### config.mk
export PLATFORM = sky130hd
export DESIGN_NAME = bounded_array_deque_unit
export DESIGN_NICKNAME = d
export VERILOG_FILES = /design/src/rtl/bdq_pkg.sv /design/src/rtl/bounded_array_deque_unit.sv /design/src/rtl/bdq_ram.sv
export SDC_FILE = /design/constraint.sdc
export NUM_CORES = 1
export LEC_CHECK = 0
export BUFFER_PORTS_ARGS = -buffer_cell sky130_fd_sc_hd__clkbuf_2
export CORE_AREA = 2 2 210 212
export CTS_CLUSTER_DIAMETER = 50
export CTS_CLUSTER_SIZE = 14
export DETAILED_ROUTE_END_ITERATION = 10
export DIE_AREA = 0 0 212 214
export PLACE_DENSITY = 0.88
export SETUP_SLACK_MARGIN = 0.5
export SLEW_MARGIN = 5
export SYNTH_ARGS = -nofsm -noshare
export SYNTH_HDL_FRONTEND = slang
export SYNTH_SLANG_ARGS = --single-unit
### constraint.sdc
create_clock -name clk_i -period 9.5 [get_ports clk_i]
set_input_delay 1.9 -clock clk_i [delete_from_list [all_inputs] [get_ports clk_i]]
set_output_delay 1.9 -clock clk_i [all_outputs]
set_load 0.02 [all_outputs]
### src/rtl/bdq_pkg.sv
// ----------------------------------------------------------------------------
// bdq_pkg - shared definitions for the bounded array deque
// Widths, operation and status codes, and register map constants.
// ----------------------------------------------------------------------------
`default_nettype none

package bdq_pkg;

  localparam int unsigned DATA_W        = 32;
  localparam int unsigned CAP_W         = 5;
  localparam int unsigned PADDR_W       = 3;
  localparam int unsigned PDATA_W       = 32;
  localparam int unsigned DEPTH_DEFAULT = 16;

  localparam logic [CAP_W-1:0] CAP_RESET = 5'd16;

  // register index taken from the word address
  localparam logic REG_CAPACITY = 1'b0;

  localparam logic [1:0] MODE_PUSH   = 2'd0;
  localparam logic [1:0] MODE_INJECT = 2'd1;
  localparam logic [1:0] MODE_POP    = 2'd2;
  localparam logic [1:0] MODE_EJECT  = 2'd3;

  localparam logic [1:0] STS_OK       = 2'd0;
  localparam logic [1:0] STS_FULL     = 2'd1;
  localparam logic [1:0] STS_NO_FRONT = 2'd2;
  localparam logic [1:0] STS_EMPTY    = 2'd3;

endpackage

`default_nettype wire

### src/rtl/bounded_array_deque_unit.sv
// ----------------------------------------------------------------------------
// bounded_array_deque_unit - bounded deque kept in a linear slot array
// Push front, inject rear, pop front and eject rear, one word per operation.
// ----------------------------------------------------------------------------
// Usage:
//   Input channel (in_valid_i / in_stall_o) carries one operation word: mode_i
//   and value_i. Output channel (out_valid_o / out_stall_i) returns exactly one
//   word per operation: removed_value_o and status_o.
//   The APB port holds one register, capacity, at byte address 0.
// Result path (accept to output valid):
//   push, inject with free slot, any refused op, pop/eject on empty: result register loads at the accept edge.
//   pop / eject with data: through ST_READ (registered slot read), then the result register.
//   inject that compacts: ST_SHIFT once per live entry, then ST_FILL.
//   The single read and single write port of the slot RAM shapes this sequence:
//   compaction moves one entry per cycle through it.
// Throughput: one operation in flight; the next word is taken in the first
//   idle cycle once the previous result is gone or leaves at that same edge.
//   Unstalled, that is one word per cycle for push, inject and refused ops;
//   pop/eject with data and compaction hold new input until back in ST_IDLE.
// Reset: the deque is empty, both indices are 0, capacity is 16. Slot
//   contents are not cleared and need no clearing pass.
// Stall: a stalled result holds its word; the unit then refuses new input
//   until the result register drains.
// ----------------------------------------------------------------------------
`default_nettype none

module bounded_array_deque_unit #(
  parameter int unsigned DEPTH = bdq_pkg::DEPTH_DEFAULT
) (
  input  logic                             clk_i,
  input  logic                             rst_ni,
  // operation input
  input  logic                             in_valid_i,
  output logic                             in_stall_o,
  input  logic [1:0]                       mode_i,
  input  logic signed [bdq_pkg::DATA_W-1:0] value_i,
  // result output
  output logic                             out_valid_o,
  input  logic                             out_stall_i,
  output logic signed [bdq_pkg::DATA_W-1:0] removed_value_o,
  output logic [1:0]                       status_o,
  // configuration
  input  logic                             psel,
  input  logic                             penable,
  input  logic                             pwrite,
  input  logic [bdq_pkg::PADDR_W-1:0]      paddr,
  input  logic [bdq_pkg::PDATA_W-1:0]      pwdata,
  output logic [bdq_pkg::PDATA_W-1:0]      prdata,
  output logic                             pready
);

  import bdq_pkg::*;

  localparam int unsigned IDX_W = $clog2(DEPTH);

  typedef enum logic [1:0] {
    ST_IDLE,
    ST_READ,
    ST_SHIFT,
    ST_FILL
  } state_e;

  state_e             state_q, state_d;
  logic [IDX_W-1:0]   head_q, head_d;
  logic [IDX_W-1:0]   tail_q, tail_d;
  logic [IDX_W-1:0]   ptr_q, ptr_d;
  logic               empty_q, empty_d;
  logic [DATA_W-1:0]  item_q, item_d;
  logic               out_valid_q, out_valid_d;
  logic [DATA_W-1:0]  removed_q, removed_d;
  logic [1:0]         status_q, status_d;
  logic [CAP_W-1:0]   capacity_q;

  logic               ram_we;
  logic [IDX_W-1:0]   ram_waddr;
  logic [DATA_W-1:0]  ram_wdata;
  logic [IDX_W-1:0]   ram_raddr;
  logic [DATA_W-1:0]  ram_rdata;

  logic               in_accept;
  logic               cfg_write;
  logic [IDX_W-1:0]   lim;      // last usable slot
  logic               full;

  // --------------------------------------------------------------------------
  // Configuration port: always ready, capacity at word 0
  // --------------------------------------------------------------------------
  assign pready    = 1'b1;
  assign cfg_write = psel && penable && pwrite && pready;
  assign prdata    = (paddr[2] == REG_CAPACITY) ? PDATA_W'(capacity_q) : '0;

  always_ff @(posedge clk_i or negedge rst_ni) begin
    if (!rst_ni) begin
      capacity_q <= CAP_RESET;
    end else if (cfg_write && paddr[2] == REG_CAPACITY) begin
      capacity_q <= pwdata[CAP_W-1:0];
    end
  end

  // Clamp capacity into 1..DEPTH and keep only the last usable index.
  always_comb begin
    if (capacity_q == '0) begin
      lim = '0;
    end else if (32'(capacity_q) > 32'(DEPTH)) begin
      lim = IDX_W'(DEPTH - 1);
    end else begin
      lim = IDX_W'(32'(capacity_q) - 32'd1);
    end
  end

  assign full = !empty_q && head_q == '0 && tail_q >= lim;

  // --------------------------------------------------------------------------
  // Handshakes: take a new word only in idle and only when the result
  // register is free by the next edge.
  // --------------------------------------------------------------------------
  assign in_stall_o  = (state_q != ST_IDLE) || (out_valid_q && out_stall_i);
  assign in_accept   = in_valid_i && !in_stall_o;
  assign out_valid_o = out_valid_q;
  assign removed_value_o = removed_q;
  assign status_o    = status_q;

  // --------------------------------------------------------------------------
  // Sequencer: decide the operation at accept, then drive the slot RAM
  // --------------------------------------------------------------------------
  always_comb begin
    state_d     = state_q;
    head_d      = head_q;
    tail_d      = tail_q;
    ptr_d       = ptr_q;
    empty_d     = empty_q;
    item_d      = item_q;
    out_valid_d = out_valid_q;
    removed_d   = removed_q;
    status_d    = status_q;
    ram_we      = 1'b0;
    ram_waddr   = head_q;
    ram_wdata   = value_i;
    ram_raddr   = head_q;

    // drop the result once the receiver takes it
    if (out_valid_q && !out_stall_i) begin
      out_valid_d = 1'b0;
    end

    case (state_q)
      ST_IDLE: begin
        if (in_accept) begin
          // default result: ok with nothing removed
          out_valid_d = 1'b1;
          removed_d   = '0;
          status_d    = STS_OK;
          case (mode_i)
            MODE_PUSH, MODE_INJECT: begin
              if (full) begin
                status_d = STS_FULL;
              end else if (empty_q) begin
                // first entry always lands in slot 0
                head_d    = '0;
                tail_d    = '0;
                empty_d   = 1'b0;
                ram_we    = 1'b1;
                ram_waddr = '0;
              end else if (mode_i == MODE_PUSH) begin
                if (head_q != '0) begin
                  head_d    = head_q - IDX_W'(1);
                  ram_we    = 1'b1;
                  ram_waddr = head_q - IDX_W'(1);
                end else begin
                  status_d = STS_NO_FRONT;
                end
              end else if (tail_q < lim) begin
                tail_d    = tail_q + IDX_W'(1);
                ram_we    = 1'b1;
                ram_waddr = tail_q + IDX_W'(1);
              end else begin
                // compact: shift head..tail down one slot, then store at tail
                out_valid_d = out_valid_q && out_stall_i;
                item_d      = value_i;
                ptr_d       = head_q;
                ram_raddr   = head_q;
                state_d     = ST_SHIFT;
              end
            end
            MODE_POP, MODE_EJECT: begin
              if (empty_q) begin
                status_d = STS_EMPTY;
              end else begin
                out_valid_d = out_valid_q && out_stall_i;
                ram_raddr   = (mode_i == MODE_POP) ? head_q : tail_q;
                state_d     = ST_READ;
                if (head_q == tail_q) begin
                  head_d  = '0;
                  tail_d  = '0;
                  empty_d = 1'b1;
                end else if (mode_i == MODE_POP) begin
                  head_d = head_q + IDX_W'(1);
                end else begin
                  tail_d = tail_q - IDX_W'(1);
                end
              end
            end
            default: begin
            end
          endcase
        end
      end

      ST_READ: begin
        out_valid_d = 1'b1;
        removed_d   = ram_rdata;
        status_d    = STS_OK;
        state_d     = ST_IDLE;
      end

      ST_SHIFT: begin
        // read data belongs to ptr; move it one slot down
        ram_we    = 1'b1;
        ram_waddr = ptr_q - IDX_W'(1);
        ram_wdata = ram_rdata;
        if (ptr_q == tail_q) begin
          state_d = ST_FILL;
        end else begin
          ram_raddr = ptr_q + IDX_W'(1);
          ptr_d     = ptr_q + IDX_W'(1);
        end
      end

      ST_FILL: begin
        ram_we      = 1'b1;
        ram_waddr   = tail_q;
        ram_wdata   = item_q;
        head_d      = head_q - IDX_W'(1);
        out_valid_d = 1'b1;
        removed_d   = '0;
        status_d    = STS_OK;
        state_d     = ST_IDLE;
      end

      default: begin
        state_d = ST_IDLE;
      end
    endcase
  end

  always_ff @(posedge clk_i or negedge rst_ni) begin
    if (!rst_ni) begin
      state_q     <= ST_IDLE;
      head_q      <= '0;
      tail_q      <= '0;
      ptr_q       <= '0;
      empty_q     <= 1'b1;
      item_q      <= '0;
      out_valid_q <= 1'b0;
      removed_q   <= '0;
      status_q    <= STS_OK;
    end else begin
      state_q     <= state_d;
      head_q      <= head_d;
      tail_q      <= tail_d;
      ptr_q       <= ptr_d;
      empty_q     <= empty_d;
      item_q      <= item_d;
      out_valid_q <= out_valid_d;
      removed_q   <= removed_d;
      status_q    <= status_d;
    end
  end

  // --------------------------------------------------------------------------
  // Slot storage
  // --------------------------------------------------------------------------
  bdq_ram #(
    .WIDTH(DATA_W),
    .DEPTH(DEPTH)
  ) u_slots (
    .clk_i  (clk_i),
    .we_i   (ram_we),
    .waddr_i(ram_waddr),
    .wdata_i(ram_wdata),
    .raddr_i(ram_raddr),
    .rdata_o(ram_rdata)
  );

  // --------------------------------------------------------------------------
  // Assertions
  // --------------------------------------------------------------------------
  a_empty_idx: assert property (@(posedge clk_i) disable iff (!rst_ni)
    empty_q |-> (head_q == '0 && tail_q == '0))
    else $error("empty deque with nonzero index");

  a_order: assert property (@(posedge clk_i) disable iff (!rst_ni)
    !empty_q |-> head_q <= tail_q)
    else $error("head beyond tail");

  a_shift_ptr: assert property (@(posedge clk_i) disable iff (!rst_ni)
    state_q == ST_SHIFT |-> (head_q != '0 && ptr_q >= head_q && ptr_q <= tail_q))
    else $error("compaction pointer out of live range");

  a_read_done: assert property (@(posedge clk_i) disable iff (!rst_ni)
    state_q == ST_READ |=> (out_valid_q && state_q == ST_IDLE))
    else $error("slot read did not produce a result");

endmodule

`default_nettype wire

### src/rtl/bdq_ram.sv
// ----------------------------------------------------------------------------
// bdq_ram - generic single-write, single-read RAM
// One write port and one read port with a registered read.
// ----------------------------------------------------------------------------
`default_nettype none

module bdq_ram #(
  parameter int unsigned WIDTH = 32,
  parameter int unsigned DEPTH = 16
) (
  input  logic                     clk_i,
  input  logic                     we_i,
  input  logic [$clog2(DEPTH)-1:0] waddr_i,
  input  logic [WIDTH-1:0]         wdata_i,
  input  logic [$clog2(DEPTH)-1:0] raddr_i,
  output logic [WIDTH-1:0]         rdata_o
);

  logic [WIDTH-1:0] mem_q [DEPTH];

  always_ff @(posedge clk_i) begin
    if (we_i) begin
      mem_q[waddr_i] <= wdata_i;
    end
    rdata_o <= mem_q[raddr_i];
  end

endmodule

`default_nettype wire
Word-level counts from Yosys, hierarchy flattened --
Memories as Yosys holds them, arrays and structs flattened. A register that Yosys moved wholly into a read port is not among the register bits. Index checks and enable logic that the tools add are counted.
Word-level totals: bits in registers 87, RAM bits 512, bits of input ports 76, output and inout port bits 69, logic and storage cells 173, memories kept 1
Memory list:
- u_slots.mem_q | words 16, width 32, read ports 1, clocked after memory_dff 1, write ports 1, line bdq_ram.sv:19 | logic [WIDTH-1:0] mem_q [DEPTH];
Operators by class: add/subtract/negate cells 7, order comparisons 3, equality and inequality tests 28, muxes and demuxes 85, bitwise gates (word level) 5, reduce and logical (&&, ||, !) cells 34
Operator list (count):
- $mux W4 | 34
- $pmux W32 S3 | 1
- $pmux W32 S2 | 1
- $pmux W4 S2 | 6
- $mux W32 | 1
- $mux W2 | 13
- $ne A3 B3 Y1 const B | 8
- $reduce_and A7 Y1 | 3
- $mux W1 | 19
- $ne A2 B2 Y1 const B | 9
- $sub A4 B1 Y4 const B | 4
- $add A4 B1 Y4 const B | 3
- $pmux W2 S2 | 3
- $pmux W4 S3 | 1
- $eq A2 B2 Y1 const B | 4
- $eq A4 B4 Y1 | 2
- $logic_and A1 B1 Y1 | 8
- $ne A4 B4 Y1 const B | 2
- $pmux W1 S2 | 4
- $reduce_and A8 Y1 | 1
- $reduce_bool A2 Y1 | 4
- $reduce_or A2 Y1 | 4
- $pmux W2 S3 | 1
- $reduce_and A6 Y1 | 1
- other kinds (16) | 25

Logic depth before layout (Yosys ltp) --
word-level depth 13, mapped depth 15, gate-level depth less buffers 14

Hierarchy --
From an unflattened synthesis, not the netlist that was laid out.
Second synthesis, totals: cells, all modules 1497, area total of the unflattened synthesis 25431.9 µm²
By module, submodules not included:
- bdq_ram | times used 1, cells each 838, area an instance 19835.3 µm², sequential area each 16015.4 µm²
- bounded_array_deque_unit | times used 1, cells each 659, area an instance 5596.6 µm², sequential area each 2179.6 µm²

Worst setup path before layout --
OpenSTA, ideal clock, no wires.
path type input port to flip-flop, start in mode_i[0], end mem u_slots.mem_q[5][0] (enable), library setup time 0.461 ns, arrival time 5.630 ns, required time 9.039 ns, setup slack 3.409 ns, stages 7, path through clkbuf_1 nor2_1 mux2_2 a221oi_1 a21bo_2 clkbuf_1 nor3_1
Between the ends: cells in the longest elaborated chain, start to end 9, elaborated cells between the ends (all ways) 17
RTL lines:
- from (decl) | line bounded_array_deque_unit.sv:35 | input logic [1:0] mode_i,
- $logic_not A2 Y1 | line bounded_array_deque_unit.sv:153, bounded_array_deque_unit.sv:164
- $mux W1 | line bounded_array_deque_unit.sv:164 | end else if (mode_i == MODE_PUSH) begin
- $mux W1 | line bounded_array_deque_unit.sv:157 | end else if (empty_q) begin
- $mux W1 | line bounded_array_deque_unit.sv:155 | if (full) begin
- $mux W1 | line bounded_array_deque_unit.sv:153 | case (mode_i)
- $mux W1 | line bounded_array_deque_unit.sv:148 | if (in_accept) begin
- $pmux W1 S2 | line bounded_array_deque_unit.sv:146 | case (state_q)
- $mux W1 | line bdq_ram.sv:22 | if (we_i) begin
- $mux W1 (implied by the code) | line bdq_ram.sv:23 | mem_q[waddr_i] <= wdata_i;
- to (decl) | line bdq_ram.sv:19
Parallel ways exist; a longest one is shown, timed or not.

Worst setup path after layout --
start reg capacity_q[0], end mem u_slots.mem_q[14][14] (enable)
Between the ends: cells in the longest elaborated chain, start to end 13, elaborated cells between the ends (all ways) 24
RTL lines:
- from (decl) | line bounded_array_deque_unit.sv:72 | logic [CAP_W-1:0] capacity_q;
- from (signal assigned) | line bounded_array_deque_unit.sv:96 | capacity_q <= pwdata[CAP_W-1:0];
- $sub A4 B1 Y4 / $gt A5 B5 Y1 (equally long branches) | line bounded_array_deque_unit.sv:107, bounded_array_deque_unit.sv:104
- $mux W4 | line bounded_array_deque_unit.sv:104 | end else if (32'(capacity_q) > 32'(DEPTH)) begin
- $mux W4 (*) | line bounded_array_deque_unit.sv:102 | if (capacity_q == '0) begin
- $lt A4 B4 Y1 | line bounded_array_deque_unit.sv:172 | end else if (tail_q < lim) begin
- $mux W1 | line bounded_array_deque_unit.sv:172
- $mux W1 | line bounded_array_deque_unit.sv:164
- $mux W1 | line bounded_array_deque_unit.sv:157
- $mux W1 | line bounded_array_deque_unit.sv:155
- $mux W1 | line bounded_array_deque_unit.sv:153
- $mux W1 | line bounded_array_deque_unit.sv:148
- $pmux W1 S2 | line bounded_array_deque_unit.sv:146
- $mux W1 | line bdq_ram.sv:22
- $mux W1 (implied by the code) | line bdq_ram.sv:23
Every way passes the cells marked *; elsewhere a longest branch is shown, timed or not.

==> qor.csv <==
stage,metric,value,unit
setup_path,cp-start-kind,register,
clock_network,cts.path.max_buffers,3,
power,clock_power_share,0.191,
yosys,synth_top_area_frac,0.590,
yosys,synth_most_common_cell,edfxtp_1,
power,p_leak,10.5,nW
yosys,synth-seq-cells,631,
placement,dpl_cell_area,0.0269,mm2
clock_network,post-cts-setup-buffers,0,
setup_path,worst_ep_required_time,9750,ps
clock_network,clk_latency,650,ps
setup_path,endpoint_kind,register,
sta,finalSetupTns,0,ps
clock_network,cts_root_buffer,clkbuf_16,
clock_network,postCtsResizedCells,0,
yosys,synth_area_leader_cell,edfxtp_1,
floorplanning,initial_core_util,0.607,
cells_and_area,fillers,2746,
sta,setup_viol,0,
setup_path,reg2regPathDepth,14,
yosys,syn_area,0.0260,mm2
sta,hold_viol_final,0,
routing,wl_per_cell,25.7,um
power,ir_drop,0.000774,V
yosys,synthAdderAreaFrac,0.00807,
grt,grt_usage,0.286,
setup_path,cp_max_fo,24,
yosys,syn_avg_cell_area,14.1,um2
yosys,synthSimpleGateAreaFrac,0.100,
job,cap_viol_max_count,0,
routing,vias,16600,
grt,grtUsageMet3,0.0575,
sta,drv_slew,0,
floorplanning,fp.coreArea,0.0429,mm2
power,p_sw_frac,0.408,
worst_hold_path,hp-class,register to register,
yosys,seq_area_frac_synth,0.699,
yosys,synth_edf_count,512,
grt,antenna_found_initial,1,
worst_hold_path,hold_path_depth,2,
placement,dp_hpwl,33.0,mm
sta,min_period_over_period,0.623,
floorplanning,die_area,0.0454,mm2
power,p_per_area,395,mW/mm2
floorplanning,floorplan.rows,76,
yosys,ys.flop_type,edfxtp_1,
clock_network,clock-sinks,631,
power,p_int,6.69,mW
cells_and_area,design_area,0.0287,mm2
yosys,synthXorXnorAreaFrac,0.00538,
yosys,synth_compound_area_frac,0.0871,
grt,busiest_layer,met2,
run_status,status,"complete, no violations",
yosys,syn_inst,1844,
power,pwr-share-comb,0.418,
routing,detail-route-antenna-nets,0,
routing,drc_errors,0,
cells_and_area,drive_gt1_frac,0.148,
yosys,synthTopCellsByCount,"edfxtp_1, nand2_1, mux2i_1",
grt,grt_overflow,0,
yosys,synth_top_cells_by_area,"edfxtp_1, dfrtp_1, nand2_1, mux2i_1, a32oi_1",
clock_network,htreeDepth,2,
placement,routabilityCongestion,0.927,
floorplanning,io_pins,145,
routing,wirelength,65.2,mm
grt,grt_pass1_wl,96.8,mm
sta,fmax,0.169,GHz
clock_network,cts_made_buffers,56,
sta,finalCriticalPeriod,5920,ps
placement,portBuffers,87,
routing,vias_per_cell,6.53,
setup_path,path_class,register to register,
yosys,yosys_warnings,0,
yosys,synth_mux_area_frac,0.0679,
clock_network,cts.clk_slew.worst_paths,60,ps
power,p_seq_frac,0.392,
grt,met1_usage,0.388,
grt,grt_use_met2,0.447,
yosys,ys_types,86,
sta,worst_slew_pin_slew,1280,ps
floorplanning,die_h,214,um
setup_path,cp_data_arrival_time,6170,ps
clock_network,tritoncts,built,
routing,firstDrtPassIters,6,
sta,finalClockSkew,48.7,ps
cells_and_area,nets,2000,
sta,rsz0062_at_grt,no,
clock_network,cts_hold_buf,0,
cells_and_area,syn2layout_area_growth,10.1,%
floorplanning,die_w,212,um
sta,relSlewSlack,0.143,
yosys,async_flop_share,0.138,
cells_and_area,diodes,0,
power,switching_power,4.62,mW
grt,grt_max_degree,216,
yosys,synth_top_family_by_area,simple AND/OR/NAND/NOR gates,
routing,drt-initial-drc-count,2401,
grt,grt_pass1_vias,16600,
-- layer usage --
layer,up-vias,wire (um)
met3,230,7690
li1,7056,-
met1,8075,23800
met4,0,2950
met2,1220,30700
met5,-,0
-- per-stage QoR --
step | hold WS, ps | power, mW | setup slack (ps) | util | instances
after floorplan | 429 | 7.63 | 3410 | - | 1870
after global placement | 439 | 8.74 | 3920 | 0.628 | 2435
after detailed placement | 444 | 9.01 | 3720 | 0.628 | 2435
after CTS | 458 | 11.2 | 3790 | 0.668 | 2540
after global routing | 468 | 11.8 | 3410 | 0.668 | 2540
final | 453 | 11.3 | 3580 | 0.668 | 2540
-- flip-flops by register name (all words and copies together) (netlist names), 2 cells and up --
register         flops
u_slots.mem_q      512
item_q              32
removed_value_o     32
u_slots.rdata_o     32
capacity_q           5
head_q               4
ptr_q                4
tail_q               4
state_q              2
status_o             2
-- power by group through the flow --
stage	clock network (mW)	logic [mW]	registers, mW
finish	2.16	4.73	4.43
global route	2.26	5.01	4.48
CTS	2.17	4.62	4.42
detailed placement	0	4.55	4.46
global placement	0	4.31	4.42
floorplan	0	3.26	4.37
-- layout make-up --
class	count	area (um2)	share of cell area
inverter	18	67.6	0.00236
timing repair buffer	120	698	0.0244
tap	585	732	0.0255
clock buffer	92	1580	0.0551
multi-input combinational	1081	7250	0.253
clock inverter	13	140	0.00489
sequential	631	18200	0.635
-- worst max-delay path, stage by stage (launching register included) --
cell and delay (ps):
dfrtp_1 380, inv_1 110, ha_1 250, nor2b_1 150, nor2b_1 150, maj3_1 370, ha_1 290, nor2b_1 150
o21ba_2 230, o31ai_1 590, o21ai_0 270, a221oi_1 390, nand3_1 440, nor3_2 1140, buf_4 620
-- placed cells by master, fill, tap and decap left out, types with 5 or more instances in the layout --
cell type,synthesis,routed
a21o_1,6,5
a21oi_1,22,22
a22oi_1,35,35
a32oi_1,129,129
and4_1,32,32
buf_4,39,33
clkbuf_1,41,34
clkbuf_16,0,58
clkbuf_2,0,86
conb_1,2,28
dfrtp_1,85,85
dfxtp_1,32,32
edfxtp_1,512,512
ha_1,16,13
inv_1,17,17
inv_6,0,6
mux2_2,38,38
mux2i_1,134,134
nand2_1,408,408
nand2b_1,5,5
nand3_1,39,39
nor2_1,27,25
nor2b_1,8,8
nor3_1,26,10
nor3_2,3,17
nor3_4,6,8
o21ai_0,26,26
xor2_1,8,8
-- path summary, 6_finish.rpt --
kind                                             from                               to  slack [ps]
hold reg to reg            u_slots.rdata_o[0]$_DFF_P_   removed_value_o[0]$_DFFE_PN0P_         450
setup reg to reg            capacity_q[0]$_DFFE_PN0P_  u_slots.mem_q[14][14]$_DFFE_PP_        3580
min in group asynchronous                      rst_ni            item_q[3]$_DFFE_PN0P_        1140
hold / removal             u_slots.rdata_o[0]$_DFF_P_   removed_value_o[0]$_DFFE_PN0P_         450
max in group asynchronous                      rst_ni           item_q[14]$_DFFE_PN0P_        7050
setup / recovery            capacity_q[0]$_DFFE_PN0P_  u_slots.mem_q[14][14]$_DFFE_PP_        3580
-- kinds of logic (layout without fill, tap and decap cells) --
logic type                 Yosys count  count (layout)
AOI/OAI and AO/OA                  276             276
buffers and inverters              158             243
and+or+nand+nor                    575             575
adders and majority gates           17              17
muxes                              172             172
DFF                                631             631
xor gates and xnor gates            13              13
other                                2              28
(Power assumes the default switching activity.)
